`src/hw/rtl/dmpc_div.sv`:
```
// Radix-2 restoring divider, one quotient bit per cycle.
`default_nettype none
module dmpc_div
#(
    parameter int NW = 56,
    localparam int CNTW = $clog2(NW)
)
(
    input  wire logic          clk,
    input  wire logic          rst_n,
    input  wire logic          start,
    input  wire logic [NW-1:0] num,
    input  wire logic [23:0]   den,
    output logic               done,
    output logic [NW-1:0]      quo
);

    logic            busy_reg;
    logic            done_reg;
    logic [CNTW-1:0] cnt_reg;
    logic [23:0]     rem_reg;
    logic [NW-1:0]   quo_reg;
    logic [24:0]     trial;
    logic            fits;

    assign trial = {rem_reg, quo_reg[NW-1]};
    assign fits  = trial >= {1'b0, den};

    always_ff @(posedge clk or negedge rst_n)
    begin
        if (!rst_n)
        begin
            busy_reg <= 1'b0;
            done_reg <= 1'b0;
            cnt_reg  <= '0;
        end
        else
        begin
            done_reg <= 1'b0;
            if (start)
            begin
                busy_reg <= 1'b1;
                cnt_reg  <= CNTW'(NW - 1);
            end
            else if (busy_reg)
            begin
                cnt_reg <= cnt_reg - 1'b1;
                if (cnt_reg == '0)
                begin
                    busy_reg <= 1'b0;
                    done_reg <= 1'b1;
                end
            end
        end
    end

    always_ff @(posedge clk)
    begin
        if (start)
        begin
            rem_reg <= '0;
            quo_reg <= num;
        end
        else if (busy_reg)
        begin
            rem_reg <= fits ? 24'(trial - {1'b0, den}) : trial[23:0];
            quo_reg <= {quo_reg[NW-2:0], fits};
        end
    end

    assign done = done_reg;
    assign quo  = quo_reg;

endmodule
`default_nettype wire

```
`config.mk`:
```
export PLATFORM = sky130hd
export DESIGN_NAME = dmpc_div
export DESIGN_NICKNAME = d
export VERILOG_FILES = /design/src/hw/rtl/dmpc_div.sv
export SDC_FILE = /design/constraint.sdc
export NUM_CORES = 1
export LEC_CHECK = 0
export BUFFER_PORTS_ARGS = -buffer_cell sky130_fd_sc_hd__buf_2
export CORE_AREA = 2 2 100 102
export CTS_BUF_LIST = sky130_fd_sc_hd__clkbuf_4 sky130_fd_sc_hd__clkbuf_8
export DETAILED_ROUTE_END_ITERATION = 8
export DIE_AREA = 0 0 102 104
export MAX_ROUTING_LAYER = met4
export PLACE_DENSITY = 0.9
export SETUP_SLACK_MARGIN = 0.5
export SYNTH_ARGS = -nofsm -noshare
export SYNTH_HDL_FRONTEND = slang
export SYNTH_SLANG_ARGS = --single-unit
```
`constraint.sdc`:
```
create_clock -name clk -period 3.25 [get_ports clk]
set_input_delay 0.8125 -clock clk [delete_from_list [all_inputs] [get_ports clk]]
set_output_delay 0.8125 -clock clk [all_outputs]
set_load 0.005 [all_outputs]
```
; ---- Word-level counts from Yosys, hierarchy flattened
; Index checks and enable logic that the tools add are counted.
[classes]
order_cmp = 1
addsub = 2
mux = 11
reduce_logical = 2
[op_table]
columns = op, count
row1 = two-way mux 56 bit, 2
row2 = >= comparator 25 x 24 -> 1 bit, 1
row3 = two-way mux 24 bit, 1
row4 = subtractor 24 bit, 1
row5 = two-way mux 6 bit, 2
row6 = zero test 6 bit, 1
row7 = two-way mux 1 bit, 6
row8 = subtractor 6 x 1 -> 6 bit (second input constant), 1
row9 = nonzero test 2 bit, 1
[word_totals]
register_bits = 88
inputBits = 83
elab_cells = 21

; ---- Longest topological paths before layout
; Gate-level depths: netlist of the first run.
[depth]
word_depth = 4
depth_mapped = 13

; ---- Worst setup path after synthesis of the first run
; No wires, ideal clock.
[synth_timing]
kind = in2reg
startpoint = in den[18]
endpoint = reg rem_reg[16]
t_arrival_ns = 2.939
stages = 12
slack_ns = 0.185
required_time_ns = 3.124
setup_ns = 0.126
path_buffers = 2
path_cell_list = inv_1 ha_1 and3_1 or3b_1 nor4_1 nor3_1 a21oi_2 nand2_2 buf_6 buf_6 a32oi_1 o31ai_1
[synth_via]
elab_chain_len = 2
[synth_rtl]
columns = item, line
row1 = from (decl), 13  ; input wire logic [23:0] den,
row2 = >= comparator 25 x 24 -> 1 bit, 27  ; assign fits = trial >= {1'b0, den};
row3 = two-way mux 24 bit, 66  ; rem_reg <= fits ? 24'(trial - {1'b0, den}) : trial[23:0];
row4 = to (signal assigned), 66
row5 = to (decl), 21  ; logic [23:0] rem_reg;
; Every way passes these cells.
; A chain may end at the register's enable or synchronous reset.

; ---- Worst setup path in the final report of the first run
[layout_timing]
startpoint = in den[3]
endpoint = reg rem_reg[15]
[layout_via]
elab_chain_len = 2
[layout_rtl]
columns = item, line
row1 = subtractor 24 bit or >= comparator 25 x 24 -> 1 bit (tied branches), "66, 27"
row2 = two-way mux 24 bit *, 66
; Mark *: on every way between the ends. The rest lies on a longest branch, timed or not.

==> results of run 1 <==
==> area by class of cell <==
cell class                 instances  area [µm²]  share of cell area [%]
tap                              133         166                    2.53
clock inverter                     7         101                    1.54
timing repair buffer             159         881                    13.4
inverter                          33         134                    2.04
clock buffer                       9         124                    1.89
sequential                        88        2360                    36.0
multi-input combinational        324        2800                    42.6
==> cells by family after synthesis <==
family | count (synthesis) | share of synthesized area (%)
mux | 68 | 14.8
fa+ha+maj | 27 | 6.80
xor+xnor | 25 | 4.31
flops | 88 | 46.5
simple gates | 102 | 10.1
compound gates | 102 | 13.3
buf+inv | 52 | 4.16
==> per-layer routing <==
| metal | wire (µm) | up-vias | share of wire [%] | global-route usage (%) |
|---|---|---|---|---|
| li1 | - | 2029 | - | - |
| met1 | 5360 | 2022 | 41 | 32.2 |
| met2 | 6870 | 145 | 52 | 39.9 |
| met3 | 713 | 22 | 5.4 | 4.64 |
| met4 | 263 | 0 | 2.0 | 6.86 |
| met5 | 0 | - | 0 | - |
==> cells in the final DEF, fill, tap and decap left out, types with 5 or more instances in the layout <==
master and count:
xor2_1 11, nand2b_1 10, o21a_1 5, nand2_1 21
xnor2_1 14, nor2_1 29, mux2i_1 12, mux2_2 55
a32oi_1 7, o21ai_0 16, ha_4 11, dfrtp_1 8
buf_2 138, clkbuf_8 9, a31oi_1 5, inv_1 28
o21ai_1 5, dfxtp_1 24, a211oi_1 8, edfxtp_1 56
a21oi_1 21, o31ai_1 5, nand3_1 8, ha_1 12
buf_4 18
==> timing repair <==
| action | in CTS | in global routing |
|---|---|---|
| buffers inserted | 1 | 7 |
| endpoints found under the setup margin | 8 | 21 |
| pin swaps | 1 | 12 |
| resized for setup | 1 | 25 |
| cloned | 0 | 1 |
| hold buffers | 0 | 0 |
==> through the flow <==
stage | utilization (%) | setup slack (ps)
final | 68.8 | 449
after global routing | 68.8 | 417
after global placement | 64.2 | 174
after CTS | 66.7 | 500
after floorplan | - | 397
after detailed placement | 64.2 | 37.2
==> power groups by stage <==
stage | combinational [µW] | clock, µW | sequential (µW)
floorplan | 208 | 0 | 1350
global placement | 374 | 0 | 1340
global route | 445 | 925 | 1340
CTS | 394 | 884 | 1320
detailed placement | 390 | 0 | 1350
finish | 410 | 866 | 1330
==> critical path: cells and delay by family <==
kind | cells | cell delay (ps)
muxes | 1 | 120
buffers and inverters | 3 | 310
adders and majority gates | 1 | 390
AOI/OAI and AO/OA | 6 | 1230
and+or+nand+nor | 1 | 160
==> worst max path at each step <==
stage	from	end	slack [ps]
finish	den[3]	rem_reg[15]	450
global route	den[9]	rem_reg[15]	420
CTS	den[17]	rem_reg[15]	500
detailed placement	den[17]	rem_reg[15]	40
global placement	den[3]	rem_reg[13]	170
floorplan	den[17]	rem_reg[16]	400
==> flow_summary.ini, run 1 <==
[worst_setup_path]
worstPathMaxFanout = 12
cpMaxStageDelayCell = ha_2
endpoint_kind = flip-flop
start_kind = input port
worstReg2RegStart = rem_reg[2]
r2r_slack_ps = 670
cp.arrival_ps = 3050
worstReg2RegEnd = rem_reg[15]
required_ps = 3500
crit_top_cell = a31oi_4
crit_path_max_incr_delay_ps = 390
criticalPathCategory = input port to flip-flop
path_cells = buf_2, inv_1, ha_2, a21o_1, a21oi_4, a31oi_4, a31oi_4, o211ai_1, nand2_4, buf_8, mux2i_1, a211oi_1
rr_worst_depth = 10

[cts]
htree_levels = 3
cts_root_buf = clkbuf_8
clock-sinks = 88
clkLatencyLatePin_ps = 350
cts_tree = done
path_clk_slew_ps = 100
cts_buffers = 9
cts_buffer_depth = 2

[synthesis]
syn_area_per_cell_um2 = 10.9
synth.cell_area_um2 = 5080
synth_edf_count = 56
synth_top_area_cell = edfxtp_1
synth_seq_area_share_pct = 46.5
synth_area_leaders = edfxtp_1 (33%), mux2_2 (12%), dfxtp_1 (9.5%), ha_1 (6.4%), dfrtp_1 (3.9%)
postSynthCellCount = 464
synth-seq-cells = 88
synth-main-ff-cell = edfxtp_1
synthArstFlopShare_pct = 9.09
synth_most_common_cell = edfxtp_1
synth_common_cells = edfxtp_1 (56), mux2_2 (55), inv_1 (33), nor2_1 (30), ha_1 (26)
yosysWarnings = 0
synthDistinctLibCells = 56
synth_fp_nets = 574
synth_top_area_share_pct = 33.1

[pwr]
p_leak_uw = 0.00288
combinationalPowerShare_pct = 15.8
power_switching_share_pct = 25.3
p_per_area_nw_per_um2 = 396
p_sw_uw = 659
power_frac_seq_pct = 50.9
power_uw = 2600
p_int_uw = 1940
vdd_drop_max_uv = 333
p_clk_share_pct = 33.3

[routing]
drc_errors = 0
vias = 4218
avgRoutedWirePerCell_um = 17.5
drtIter0Drc = 259
firstDrtPassIters = 4
viasPerCell = 5.60
routed_wl_mm = 13.2
ant_nets = 0

[placement]
place_area_um2 = 6130
placed_cells = 728
dpl.hpwl_mm = 9.43
io_buffers = 139
routabilityCongestion = 0.965

[floorplanning]
core_area_um2 = 9550
start_util_pct = 53.2
io_pins = 140
rows = 36
die_w_um = 102
die_h_um = 104
die_area_um2 = 10600

[sta]
finalSetupTns_ps = 0
setup_viol = 0
fmaxAchievable_mhz = 357
final_hold_viol_count = 0
maxSlewViolCount = 0
hold_ws_ps = 284
layout_worst_path_cycle_share_pct = 86.2
rsz0062_at_grt = true
slew_headroom_pct = 11.4
tightest_slew_ps = 1320
fin_crit_ps = 2800
fin_skew_ps = 14.0

[layout]
largest_reg_flops = 56
nNetsFinal = 725
antenna_cells = 0
areaGrowthSynthToFinish_pct = 29.3
stdcell_count = 753
finalInstanceArea_um2 = 6570
n_fill_cell = 735
drive_gt1_share_pct = 43.7

[worst_hold_path]
hold_class = input port to asynchronous set/reset pin

[outcome]
status = finished, final reports clean

[grt]
grt_pass1_wl_mm = 20.3
grt_max_degree = 75
antenna_found_initial = 0
grt_use_total_pct = 24.8
grt.overflow.total = 0
first_global_vias = 4112

[job]
maxCapViolCount = 0
(Power assumes the default switching activity.)
==> run 2, diff against run 1 <==
Settings changed: CAP_MARGIN set to 10, CORE_AREA 2 2 100 102 to 2 2 101 103, CTS_BUF_LIST sky130_fd_sc_hd__clkbuf_4 sky130_fd_sc_hd__clkbuf_8 to sky130_fd_sc_hd__clkbuf_16, DIE_AREA 0 0 102 104 to 0 0 103 105, PLACE_DENSITY 0.9 to 0.89, RECOVER_POWER set to 50.
==> flow_summary.ini, run 2 (synthesis results as in run 1) <==
[layout]
mostFrequentLayoutCells = buf_2 (93), edfxtp_1 (56), mux2_2 (55)
postLayoutCoreUtil_pct = 70.2
antenna_cells = 0
nNetsFinal = 733
areaGrowthSynthToFinish_pct = 33.2
drive_gt1_share_pct = 39.0
n_fill_cell = 723
largest_reg_flops = 56
final_common_cell = buf_2

[floorplanning]
core_area_um2 = 9640
io_pins = 140
start_util_pct = 52.7
die_area_um2 = 10800
rows = 36
die_h_um = 105
die_w_um = 103

[outcome]
violations = max-capacitance violations, max-slew violations
status = finished with violations

[sta]
final_hold_viol_count = 0
fmaxAchievable_mhz = 351
finalSetupTns_ps = 0
tightest_slew_ps = 1630
layout_worst_path_cycle_share_pct = 87.7
rsz0062_at_grt = true
setup_viol = 0
slew_headroom_pct = -8.38
fin_crit_ps = 2850
maxSlewViolCount = 71
fin_skew_ps = 12.9
finalWorstSetupSlack_ps = 399

[worst_setup_path]
criticalPathCategory = input port to flip-flop
cp_top_family = compound AO/OA/AOI/OAI gates
start_kind = input port
crit_path_max_incr_delay_ps = 270
cpMaxStageDelayCell = o41ai_2
rr_worst_depth = 4
cp.arrival_ps = 2990
endpoint_kind = flip-flop
crit_top_cell = buf_4
critical_path_cell_count = 14
required_ps = 3390
critPathBufInv = 5
path_cells = buf_2, inv_2, ha_4, a211oi_2, nor2_2, o41ai_2, buf_4, o21a_1, o211ai_1, buf_4, nand2_8, clkbuf_16, mux2i_1, a211oi_1
worstPathMaxFanout = 6

[pwr]
p_clk_share_pct = 36.9
p_sw_uw = 721
vdd_drop_max_uv = 458
power_uw = 2760
p_leak_uw = 0.00282
power_frac_seq_pct = 48.3
p_int_uw = 2040
p_per_area_nw_per_um2 = 407
combinationalPowerShare_pct = 14.8
power_switching_share_pct = 26.1

[grt]
first_global_vias = 4237
grt_use_total_pct = 25.0
antenna_found_initial = 0
grt_max_degree = 71
grt_pass1_wl_mm = 20.6
grt.overflow.total = 0

[routing]
drc_errors = 0
avgRoutedWirePerCell_um = 18.9
ant_nets = 0
met3WireLength_um = 974
viasPerCell = 5.88
vias = 4471
drtIter0Drc = 405
routed_wl_mm = 14.4
dr_wl_met2_mm = 7.31
m1WireLength_mm = 5.61
highest_layer = met4
firstDrtPassIters = 6

[cts]
cts_buffer_depth = 2
holdBufCountCts = 0
clkLatencyLatePin_ps = 330
cts_buffers = 9
path_clk_slew_ps = 70
cts_root_buf = clkbuf_16
htree_levels = 3
cts_tree = done
clock-sinks = 88

[job]
maxCapViolCount = 1

[worst_hold_path]
hold_class = input port to asynchronous set/reset pin

[placement]
place_ws_ps = 67.2
routabilityCongestion = 0.932
io_buffers = 139
dpl.hpwl_mm = 9.57
-- run 2: cell count changes in the layout (fill, tap and decap cells not counted), sizes merged --
cell and delta:
clkbuf +44, buf -36, bufinv -2, clkinvlp +1, inv +1
-- run 2: per-stage QoR --
stage                     instance area [µm²]  cells  hold slack, ps
after global placement                   6150    728             458
final                                    6770    761             388
after CTS                                6510    749             313
after detailed placement                 6150    728             485
after floorplan                          5270    464             443
after global routing                     6770    761             425
-- run 2: worst register-to-register path: stages (launching register included) --
cell	delay (ps)
dfrtp_1	590
clkbuf_1	560
nor2_1	140
inv_1	790
buf_12	320
-- run 2: power by group through the flow --
stage	registers, µW	logic [µW]	clock network, µW
after global placement	1340	374	0
after CTS	1330	392	1030
after detailed placement	1350	387	0
after global routing	1340	443	1090
after floorplan	1350	208	0
final	1330	409	1020
-- run 2: metal layers --
layer / vias up / track usage [%]
met5: - / -
met4: 0 / 9.30
met3: 50 / 4.41
met2: 224 / 40.2
met1: 2152 / 31.3
li1: 2045 / -
-- run 2: timing repair --
action                     CTS  global route
buffers inserted             5             9
resized for setup            4            36
hold endpoints to repair     0             0
setup endpoints to repair   17            25
cloned                       0             3
pin swaps                    4            21
-- run 2: cell type report --
| type | instances | area [µm²] | share of cell area (%) |
|---|---|---|---|
| multi-input cells | 324 | 2890 | 42.6 |
| well taps | 133 | 166 | 2.46 |
| flip-flops and latches | 88 | 2360 | 34.9 |
| inverters | 33 | 134 | 1.98 |
| clock buffers | 9 | 225 | 3.33 |
| repair buffers | 167 | 921 | 13.6 |
| clock inverters | 7 | 72.6 | 1.07 |
-- run 2: path summary, 6_finish.rpt --
check                                 start  slack (ps)     endpoint
worst max-delay path                den[10]         400  rem_reg[15]
worst min-delay path                  rst_n         390   cnt_reg[1]
worst max register to register     busy_reg         530       quo[1]
worst min register to register  rem_reg[20]         490  rem_reg[20]
max in group asynchronous             rst_n        2560   cnt_reg[3]
min in group clk                rem_reg[20]         490  rem_reg[20]
==> run 3, diff against run 2 <==
Settings changed: CORE_AREA 2 2 101 103 to 2 2 106 108, DIE_AREA 0 0 103 105 to 0 0 108 110, PLACE_DENSITY 0.89 to 0.85.
Clock period 3.25 ns to 2.5 ns, I/O delays scaled along.
==> flow_summary.ini, run 3 (synthesis results as in run 1) <==
[routing]
drc_errors = 0
avgRoutedWirePerCell_um = 18.8
drtIter0Drc = 362
vias = 4640
firstDrtPassIters = 5
ant_nets = 0
routed_wl_mm = 15.4
viasPerCell = 5.65

[sta]
layout_worst_path_cycle_share_pct = 102
finalWorstSetupSlack_ps = -54.9
setup_viol = 10
final_hold_viol_count = 0
tightest_slew_ps = 735
rsz0062_at_grt = true
maxSlewViolCount = 0
slew_headroom_pct = 51.0
hold_ws_ps = 203
fin_skew_ps = 11.3
fin_crit_ps = 2550
fmaxAchievable_mhz = 391

[worst_hold_path]
hold_class = input port to asynchronous set/reset pin

[placement]
dpl.hpwl_mm = 10.3
routabilityCongestion = 0.929
place_ws_ps = -437
io_buffers = 139
place_area_um2 = 6600

[grt]
first_global_vias = 4635
grt_use_total_pct = 25.4
grt.overflow.total = 0
antenna_found_initial = 0
grt_pass1_wl_mm = 22.6
grt_max_degree = 57

[floorplanning]
die_area_um2 = 11900
die_h_um = 110
start_util_pct = 47.5
die_w_um = 108
core_area_um2 = 10700
rows = 38
io_pins = 140

[pwr]
combinationalPowerShare_pct = 16.9
power_switching_share_pct = 26.6
p_sw_uw = 979
power_frac_seq_pct = 47.0
p_per_area_nw_per_um2 = 503
p_int_uw = 2700
p_leak_uw = 0.00318
p_clk_share_pct = 36.1
vdd_drop_max_uv = 422

[worst_setup_path]
path_cells = buf_2, ha_4, fa_2, nand2b_4, a21o_1, a211oi_2, a21oi_2, o311ai_2, a21oi_1, xor2_1, o21ai_1
crit_path_max_incr_delay_ps = 340
start_kind = input port
criticalPathCategory = input port to flip-flop
required_ps = 2730
worstPathMaxFanout = 4
cp.arrival_ps = 2780
endpoint_kind = flip-flop
rr_worst_depth = 11
cpMaxStageDelayCell = fa_2

[job]
maxCapViolCount = 0

[cts]
cts_root_buf = clkbuf_16
cts_tree = done
clock-sinks = 88
htree_levels = 3
holdBufCountCts = 0
clkLatencyLatePin_ps = 340
path_clk_slew_ps = 70
cts_buffers = 9
cts_buffer_depth = 2

[layout]
mostFrequentLayoutCells = buf_2 (114), buf_4 (70), edfxtp_1 (56)
finalInstanceArea_um2 = 7310
antenna_cells = 0
final_common_cell = buf_2
drive_gt1_share_pct = 50.4
nNetsFinal = 786
postLayoutCoreUtil_pct = 68.3
register_area_um2 = 2370
largest_reg_flops = 56
areaGrowthSynthToFinish_pct = 43.9
n_fill_cell = 764
multiInputGateArea_um2 = 2960

[outcome]
violations = negative setup slack
status = finished with violations
==> run 3: changes by cell type in the layout (fill, tap and decap cells not counted), sizes merged <==
cell / change
inv: -3
clkinv: +1
clkbuf: -24
clkinvlp: +2
buf: +77
==> run 3: timing repair <==
item                       CTS  global route
cloned                       1             0
pin swaps                   20            11
setup endpoints to repair   25            25
setup buffers                6            10
gates resized for setup     50            22
==> run 3: layer usage <==
metal / vias up / part of all wire (%) / global-route usage, %
met5: - / 0 / -
met4: 0 / 3.3 / 9.16
met3: 52 / 7.4 / 4.59
met2: 228 / 50 / 43.0
met1: 2205 / 40 / 30.5
li1: 2155 / - / -
==> run 3: critical path: cells and delay by family <==
family                     cells  cell delay (ps)
AOI/OAI and AO/OA              6             1140
adders and majority gates      2              520
xor gates and xnor gates       1              200
and+or+nand+nor                1              150
buffers and inverters          1              140
==> run 3: cell type report <==
cell class | instances | area share [%]
Multi-Input combinational cell | 324 | 40.5
Sequential cell | 88 | 32.4
Inverter | 33 | 1.99
Tap cell | 140 | 2.40
Clock buffer | 9 | 3.08
Clock inverter | 7 | 0.907
Timing Repair Buffer | 220 | 18.7
==> run 3: power by group through the flow <==
| stage | Sequential (µW) | Combinational, µW | Clock, µW |
|---|---|---|---|
| floorplan | 1750 | 274 | 0 |
| global placement | 1750 | 539 | 0 |
| detailed placement | 1760 | 563 | 0 |
| CTS | 1730 | 606 | 1340 |
| global route | 1740 | 668 | 1410 |
| finish | 1730 | 622 | 1330 |
==> run 3: stage by stage <==
| stage | power [µW] | TNS (ps) | std cells |
|---|---|---|---|
| finish | 3680 | -219 | 821 |
| CTS | 3680 | 0 | 811 |
| global placement | 2290 | -6760 | 788 |
| floorplan | 2030 | -1930 | 464 |
| detailed placement | 2320 | -9420 | 788 |
| global route | 3820 | -1890 | 821 |
==> run 3: final timing paths <==
path                                  from          end  slack [ps]
worst max-delay path                den[0]  rem_reg[18]         -50
worst min-delay path                 rst_n         done         200
worst max register to register     quo[55]  rem_reg[18]         -50
worst min register to register  rem_reg[7]   rem_reg[7]         490
max in group asynchronous            rst_n   cnt_reg[0]        1980
min in group clk                rem_reg[7]   rem_reg[7]         490
